### src/hw/rtl/bpfa_pkg.sv
// Package for the bitmap page frame allocator.
// Holds the action codes, controller states, field widths and the command and
// status structs that join the controller to the datapath. No dependencies.
package bpfa_pkg;

  localparam int unsigned ActW       = 2;
  localparam int unsigned FrameW     = 12;
  localparam int unsigned LenW       = 13;
  localparam int unsigned CntW       = 13;
  localparam int unsigned FrameTotal = 4096;

  typedef enum logic [ActW-1:0] {
    ACT_ALLOC   = 2'd0,
    ACT_FREE    = 2'd1,
    ACT_RELEASE = 2'd2,
    ACT_RESERVE = 2'd3
  } act_e;

  typedef enum logic [2:0] {
    ST_CLEAR,
    ST_IDLE,
    ST_SCAN,
    ST_UPD_INIT,
    ST_UPDATE,
    ST_DONE
  } state_e;

  typedef struct packed {
    logic clr;
    logic load;
    logic scan;
    logic upd_init;
    logic update;
    logic emit;
  } cmd_t;

  typedef struct packed {
    logic clr_last;
    logic scan_hit;
    logic scan_miss;
    logic upd_end;
  } sts_t;

endpackage

### src/hw/rtl/bpfa_ctrl.sv
// Controller state machine of the bitmap page frame allocator.
// Sequences clearing, search and run update, and owns both handshakes.
// Depends on bpfa_pkg.
module bpfa_ctrl import bpfa_pkg::*; (
  input  logic             clk_i,
  input  logic             rst_ni,
  input  logic             in_valid_i,
  output logic             in_ready_o,
  input  logic [ActW-1:0]  action_i,
  output logic             out_valid_o,
  input  logic             out_ready_i,
  input  sts_t             sts_i,
  output cmd_t             cmd_o
);

  state_e state_q, state_d;
  logic   out_valid_q, out_valid_d;

  always_comb begin
    state_d = state_q;
    case (state_q)
      ST_CLEAR: begin
        if (sts_i.clr_last) state_d = ST_IDLE;
      end
      ST_IDLE: begin
        if (in_valid_i) begin
          state_d = (act_e'(action_i) == ACT_ALLOC) ? ST_SCAN : ST_UPDATE;
        end
      end
      ST_SCAN: begin
        if (sts_i.scan_hit) begin
          state_d = ST_UPD_INIT;
        end else if (sts_i.scan_miss) begin
          state_d = ST_DONE;
        end
      end
      ST_UPD_INIT: state_d = ST_UPDATE;
      ST_UPDATE: begin
        if (sts_i.upd_end) state_d = ST_DONE;
      end
      ST_DONE: begin
        if (!out_valid_q || out_ready_i) state_d = ST_IDLE;
      end
      default: state_d = ST_CLEAR;
    endcase
  end

  always_comb begin
    cmd_o      = '0;
    in_ready_o = 1'b0;
    case (state_q)
      ST_CLEAR:    cmd_o.clr = 1'b1;
      ST_IDLE: begin
        in_ready_o = 1'b1;
        cmd_o.load = in_valid_i;
      end
      ST_SCAN:     cmd_o.scan = 1'b1;
      ST_UPD_INIT: cmd_o.upd_init = 1'b1;
      ST_UPDATE:   cmd_o.update = 1'b1;
      ST_DONE:     cmd_o.emit = !out_valid_q || out_ready_i;
      default:     cmd_o = '0;
    endcase
  end

  always_comb begin
    out_valid_d = out_valid_q;
    if (out_valid_q && out_ready_i) out_valid_d = 1'b0;
    if (cmd_o.emit) out_valid_d = 1'b1;
  end

  assign out_valid_o = out_valid_q;

  always_ff @(posedge clk_i or negedge rst_ni) begin
    if (!rst_ni) begin
      state_q     <= ST_CLEAR;
      out_valid_q <= 1'b0;
    end else begin
      state_q     <= state_d;
      out_valid_q <= out_valid_d;
    end
  end

endmodule

### config.mk
export PLATFORM = sky130hd
export DESIGN_NAME = bpfa_ctrl
export DESIGN_NICKNAME = d
export VERILOG_FILES = /design/src/hw/rtl/bpfa_pkg.sv /design/src/hw/rtl/bpfa_ctrl.sv
export SDC_FILE = /design/constraint.sdc
export NUM_CORES = 1
export LEC_CHECK = 0
export ABC_AREA = 1
export BUFFER_PORTS_ARGS = -buffer_cell sky130_fd_sc_hd__buf_2
export CORE_AREA = 4 4 41 43
export CTS_BUF_LIST = sky130_fd_sc_hd__clkbuf_8
export CTS_CLUSTER_DIAMETER = 150
export DETAILED_ROUTE_END_ITERATION = 8
export DIE_AREA = 0 0 45 47
export GPL_TIMING_DRIVEN = 0
export PLACE_DENSITY = 0.61
export SYNTH_ARGS = -nofsm -noshare
export SYNTH_HDL_FRONTEND = slang
export SYNTH_SLANG_ARGS = --single-unit
### constraint.sdc
create_clock -name clk_i -period 1.2 [get_ports clk_i]
set_input_delay 0.06 -clock clk_i [delete_from_list [all_inputs] [get_ports clk_i]]
set_output_delay 0.06 -clock clk_i [all_outputs]
set_load 0.01 [all_outputs]
==> out/qor.csv, run 1 <==
metric,value,unit
run status,finished with violations,
failing checks,negative setup slack,
sequential fraction of the synthesis area,0.277,
CTS tree,yes,
startpoint types,register,
die width,45,µm
arrival time worst endpoint,1300,ps
post-synth net total,69,
"Distinct cells, synth",20,
DRT Pass-1 Iters,4,
"area leader, netlist",dfrtp_1,
Slew Limit Headroom,0.813,
Die ar.,0.00212,mm²
Bufs on Longest Clock Path,2,
"EDFF count, synth",0,
total clock sinks,4,
Multi-input gate area,229,µm²
mapped cell area,362,µm²
WL final,825,µm
Crit Path Class,reg -> reg,
Leak,0.348,nW
Nets,94,
Syn. warnings,0,
largest net degree at the start of global routing,8,
gpl congestion,0.730,
IO Port Bufs,17,
Syn-to-layout area delta,57.8,%
Slew @ Worst Pin,279,ps
xor/xnor share of the synthesized area,0,
fmax,830,MHz
main area contributors after synthesis,"dfrtp_1 (28%), nand2_1 (17%), nor2_1 (9.3%)",
Register Area,103,µm²
I/O pins,18,
worst hold path class,in -> reg,
vias in the first global route,373,
number of max-cap violations,0,
die height,47,µm
Synth top cells by count,"nand2_1 (16), nor2_1 (9), inv_1 (7), dfrtp_1 (4), nor2_2 (4)",
Filler cells,148,
initial antenna violation count,0,
Final min period,1200,ps
Power Dens Cells,2480,mW/mm²
Worst Path Max Fanout,7,
layout cell share with drive strength beyond 1,0.512,
Simple-Gate Fraction of Synth Area,0.488,
Hold Slack,73.9,ps
share of the synthesized area in the top cell type,0.277,
"count leader, synth",nand2_1,
ANT cells,0,
dpl ws,38.8,ps
Final WS setup,-4.41,ps
largest family of logic cells by synthesized area,simple AND/OR/NAND/NOR gates,
Synth Flop Type,dfrtp_1,
WP data required,1290,ps
TritonCTS buffer count,3,
fin crit share,1.00,
average size of a mapped cell,6.13,µm²
"Reg clk slew, reported paths",30,ps
Skew-Pair Late Insertion Delay,210,ps
Iter 0 DRT Violations,4,
htree depth,1,
core area,0.00130,mm²
total global routing track utilization,0.0895,
setup violators final,1,
Syn Inst Count,59,
fraction of registers with async set/reset,1.00,
mux share of post-synthesis cell area,0,
Initial Util,0.278,
DRC errors left,0,
Antenna Nets Post-Route,0,
Final Skew,1.99,ps
worst ir drop on vdd,965,µV
CP Capture Type,register,
clk root buf,clkbuf_8,
max-slew violations,0,
Fin. Hold Viols,0,
wire per inst,8.51,µm
Synth Area in Adders,0,
Vias,411,
hpwl dp,672,µm
row count,13,
RSZ-0062 raised after global routing,yes,
DR vias/cell,4.24,
total global routing overflow,0,
global-route wire length before repair,1370,µm
Synth Area in Compound Gates,0.0623,
synthesis-stage register bit count,4,
sequential cells by signal (all words and copies together) (netlist names):
register and flops:
out_valid_o 1, state_q 3
per-stage QoR:
stage | std cells | utilization | TNS [ps] | power, mW | instance area [µm²]
2_1_floorplan | 59 | - | 0 | 0.786 | 362
3_3_place_gp | 91 | 0.358 | 0 | 0.974 | 465
3_5_place_dp | 91 | 0.358 | 0 | 0.979 | 465
4_1_cts | 96 | 0.412 | -55.2 | 1.33 | 536
5_1_grt | 97 | 0.438 | -280 | 1.54 | 571
6_report | 97 | 0.438 | -4.41 | 1.41 | 571
worst paths after layout:
path                                  start          end  slack [ps]  cells past startpoint
worst min-delay path            out_ready_i  out_valid_o          70                      2
min in group asynchronous            rst_ni  out_valid_o         170                      2
worst min register to register  out_valid_o  out_valid_o         560                      2
worst max-delay path             state_q[2]   state_q[2]          -4                      8
max in group asynchronous            rst_ni   state_q[1]         900                      2
worst max register to register   state_q[2]   state_q[2]          -4                      8
layout by cell type, fill, tap and decap left out, types with 2 or more instances in the layout:
cell type  netlist  layout
nor2_1           9       6
clkbuf_8         0       3
nor2_2           4       6
buf_4            1       3
inv_1            7       7
dfrtp_2          0       2
buf_6            1       2
nand3_1          2       2
nand2_2          3       4
inv_2            2       2
buf_2            0      16
nand2_1         16      14
dfrtp_1          4       2
metal layers:
layer | track usage | share of wire | up-vias
met3 | 0.0230 | 0.040 | 0
li1 | - | - | 223
met5 | 0 | 0 | -
met2 | 0.144 | 0.48 | 6
met4 | 0.0526 | 0 | 0
met1 | 0.108 | 0.48 | 182
cell type report:
cell class | instances | share of cell area
Tap cell | 15 | 0.0329
Clock buffer | 3 | 0.0724
Inverter | 11 | 0.0768
Multi-Input combinational cell | 42 | 0.401
Sequential cell | 4 | 0.180
Buffer | 1 | 0.0197
Timing Repair Buffer | 21 | 0.217
cells by family (layout without fill, tap and decap cells):
kind of cell | after synthesis | count (layout)
buf+inv | 13 | 36
flops | 4 | 4
simple gates | 38 | 38
compound gates | 4 | 4
worst max-delay path, cell delays in order, from the launching register on:
cell and delay [ps]:
dfrtp_1 360, buf_6 140, nand2_2 70, nor2_2 40, buf_4 140, nand2_4 60
nand3_4 80, o21bai_1 140, nand2_1 60
power by group:
part	internal, mW	leakage (nW)	switching, mW
Sequential	0.200	0.0479	0.0679
Clock	0.213	0.0216	0.0648
Combinational	0.393	0.278	0.476
what timing repair did:
action	4_1_cts	5_1_grt
hold buffers	1	0
setup endpoints to repair	3	9
buffers inserted	2	1
endpoints found under the hold margin	4	0
resized for setup	3	8
pin swaps	2	2
Note: power is estimated with default switching activity, not from simulation.
==> run 2, diff against run 1 <==
PLACE_DENSITY = 0.63   (was 0.61)
clock period = 1.1 ns   (was 1.2 ns; I/O delays follow)
==> out/qor.csv, run 2 (synthesis results as in run 1) <==
metric,value,unit,change
run status,finished with violations,,unchanged
failing checks,negative setup slack,,unchanged
total global routing track utilization,0.0926,,was 0.0895
layout cell share with drive strength beyond 1,0.566,,was 0.512
Worst path top cell family by delay,flip-flops,,unchanged
DRC errors left,0,,unchanged
"Cell Area, Placed",473,µm²,was 465 µm²
Die ar.,0.00212,mm²,unchanged
Final Instance Area,628,µm²,was 571 µm²
Slew Limit Headroom,0.858,,was 0.813
RSZ-0062 raised after global routing,yes,,unchanged
arrival time worst endpoint,1290,ps,was 1300 ps
Fin. Hold Viols,0,,unchanged
max-slew violations,0,,unchanged
WL final,912,µm,was 825 µm
Initial Util,0.278,,unchanged
WP data required,1190,ps,was 1290 ps
row count,13,,unchanged
global-route wire length before repair,1410,µm,was 1370 µm
Worst Path Max Fanout,6,,was 7
Syn-to-layout area delta,73.7,%,was 57.8%
I/O pins,18,,unchanged
htree depth,1,,unchanged
worst hold path class,in -> reg,,unchanged
setup violators final,10,,was 1
worst ir drop on vdd,1200,µV,was 965 µV
critical path's slowest cell,dfrtp_2,,was dfrtp_1
total global routing overflow,0,,unchanged
Design Power,1.70,mW,was 1.41 mW
die height,47,µm,unchanged
TritonCTS buffer count,3,,unchanged
total clock sinks,4,,unchanged
clk root buf,clkbuf_8,,unchanged
"commonest non-fill, non-tap cell in the layout",buf_2,,unchanged
CTS tree,yes,,unchanged
fmax,833,MHz,was 830 MHz
DRT Pass-1 Iters,4,,unchanged
"Reg clk slew, reported paths",30,ps,about the same
core area,0.00130,mm²,unchanged
largest net degree at the start of global routing,8,,unchanged
Skew-Pair Late Insertion Delay,210,ps,about the same
IO Port Bufs,17,,unchanged
most frequent cells in the layout,"buf_2 (15), nand2_1 (14), inv_1 (7), nor2_1 (6)",,"was buf_2 (16), nand2_1 (14), inv_1 (7), nor2_2 (6), nor2_1 (6)"
max FFs per register,3,,unchanged
Filler cells,141,,was 148
Final WS setup,-101,ps,was -4.41 ps
Iter 0 DRT Violations,6,,was 4
startpoint types,register,,unchanged
Crit Path Class,reg -> reg,,unchanged
die width,45,µm,unchanged
worst path buffer plus inverter count,3,,was 2
Final min period,1200,ps,about the same
vias in the first global route,395,,was 373
Leak,0.354,nW,was 0.348 nW
hpwl dp,657,µm,was 672 µm
gpl congestion,0.774,,was 0.730
Max stage delay on crit path,410,ps,was 360 ps
Bufs on Longest Clock Path,2,,unchanged
Hold Slack,62.7,ps,was 73.9 ps
setup TNS,-685,ps,was -4.41 ps
Slew @ Worst Pin,213,ps,was 279 ps
ANT cells,0,,unchanged
Power Dens Cells,2700,mW/mm²,was 2480 mW/mm²
CP Capture Type,register,,unchanged
fin crit share,1.09,,was 1.00
initial antenna violation count,0,,unchanged
DR vias/cell,4.27,,was 4.24
wire per inst,9.31,µm,was 8.51 µm
CP Cell Sequence,"buf_6, inv_4, buf_6, nand3_4, nand3_4, o21bai_1, nand2_1",,"was buf_6, nand2_2, nor2_2, buf_4, nand2_4, nand3_4, o21bai_1, nand2_1"
most flop-heavy register,state_q,,unchanged
number of max-cap violations,0,,unchanged
Final Skew,0.428,ps,was 1.99 ps
Antenna Nets Post-Route,0,,unchanged
Vias,418,,was 411
Nets,95,,was 94
-- run 2: cell types whose count changed in the layout (fill, tap and decap cells not counted), sizes merged --
cell  delta
buf      +1
-- run 2: area by class of cell --
class                   instances  area [µm²]  area share
multi-input cells              42         267       0.424
repair buffers                 23         153       0.243
flip-flops and latches          4         104       0.165
inverters                      11        45.0      0.0717
clock buffers                   3        41.3      0.0657
well taps                      15        18.8      0.0299
-- run 2: where the power goes --
| part | leakage [nW] | internal [mW] | switching, mW |
|---|---|---|---|
| registers | 0.0467 | 0.221 | 0.102 |
| logic | 0.285 | 0.501 | 0.570 |
| clock network | 0.0216 | 0.233 | 0.0707 |
-- run 2: final timing paths --
check / cells past startpoint / startpoint / endpoint / slack [ps]
max: 7 / state_q[2] / state_q[2] / -100
min: 2 / out_ready_i / out_valid_o / 60
max reg2reg: 7 / state_q[2] / state_q[2] / -100
min reg2reg: 2 / out_valid_o / out_valid_o / 550
max in group asynchronous: 2 / rst_ni / state_q[2] / 800
min in group asynchronous: 2 / rst_ni / state_q[0] / 170
-- run 2: layer usage --
metal	global-route usage	up-vias	wire length, µm
li1	-	225	-
met3	0.0268	0	48
met4	0.0702	0	0
met1	0.107	185	349
met5	0	-	0
met2	0.144	8	514
-- run 2: timing repair --
action                     4_1_cts  5_1_grt
gates resized for setup         12        9
setup endpoints to repair       10       10
setup buffers                    4        1
pin swaps                        7        8
hold buffers                     1        0
hold endpoints to repair         4        0
-- run 2: stage by stage --
stage | util | setup WS [ps] | std cells
CTS | 0.453 | -146 | 98
detailed placement | 0.363 | -50.9 | 91
global placement | 0.363 | -47.4 | 91
global route | 0.483 | -178 | 98
floorplan | - | 8.88 | 59
finish | 0.483 | -101 | 98
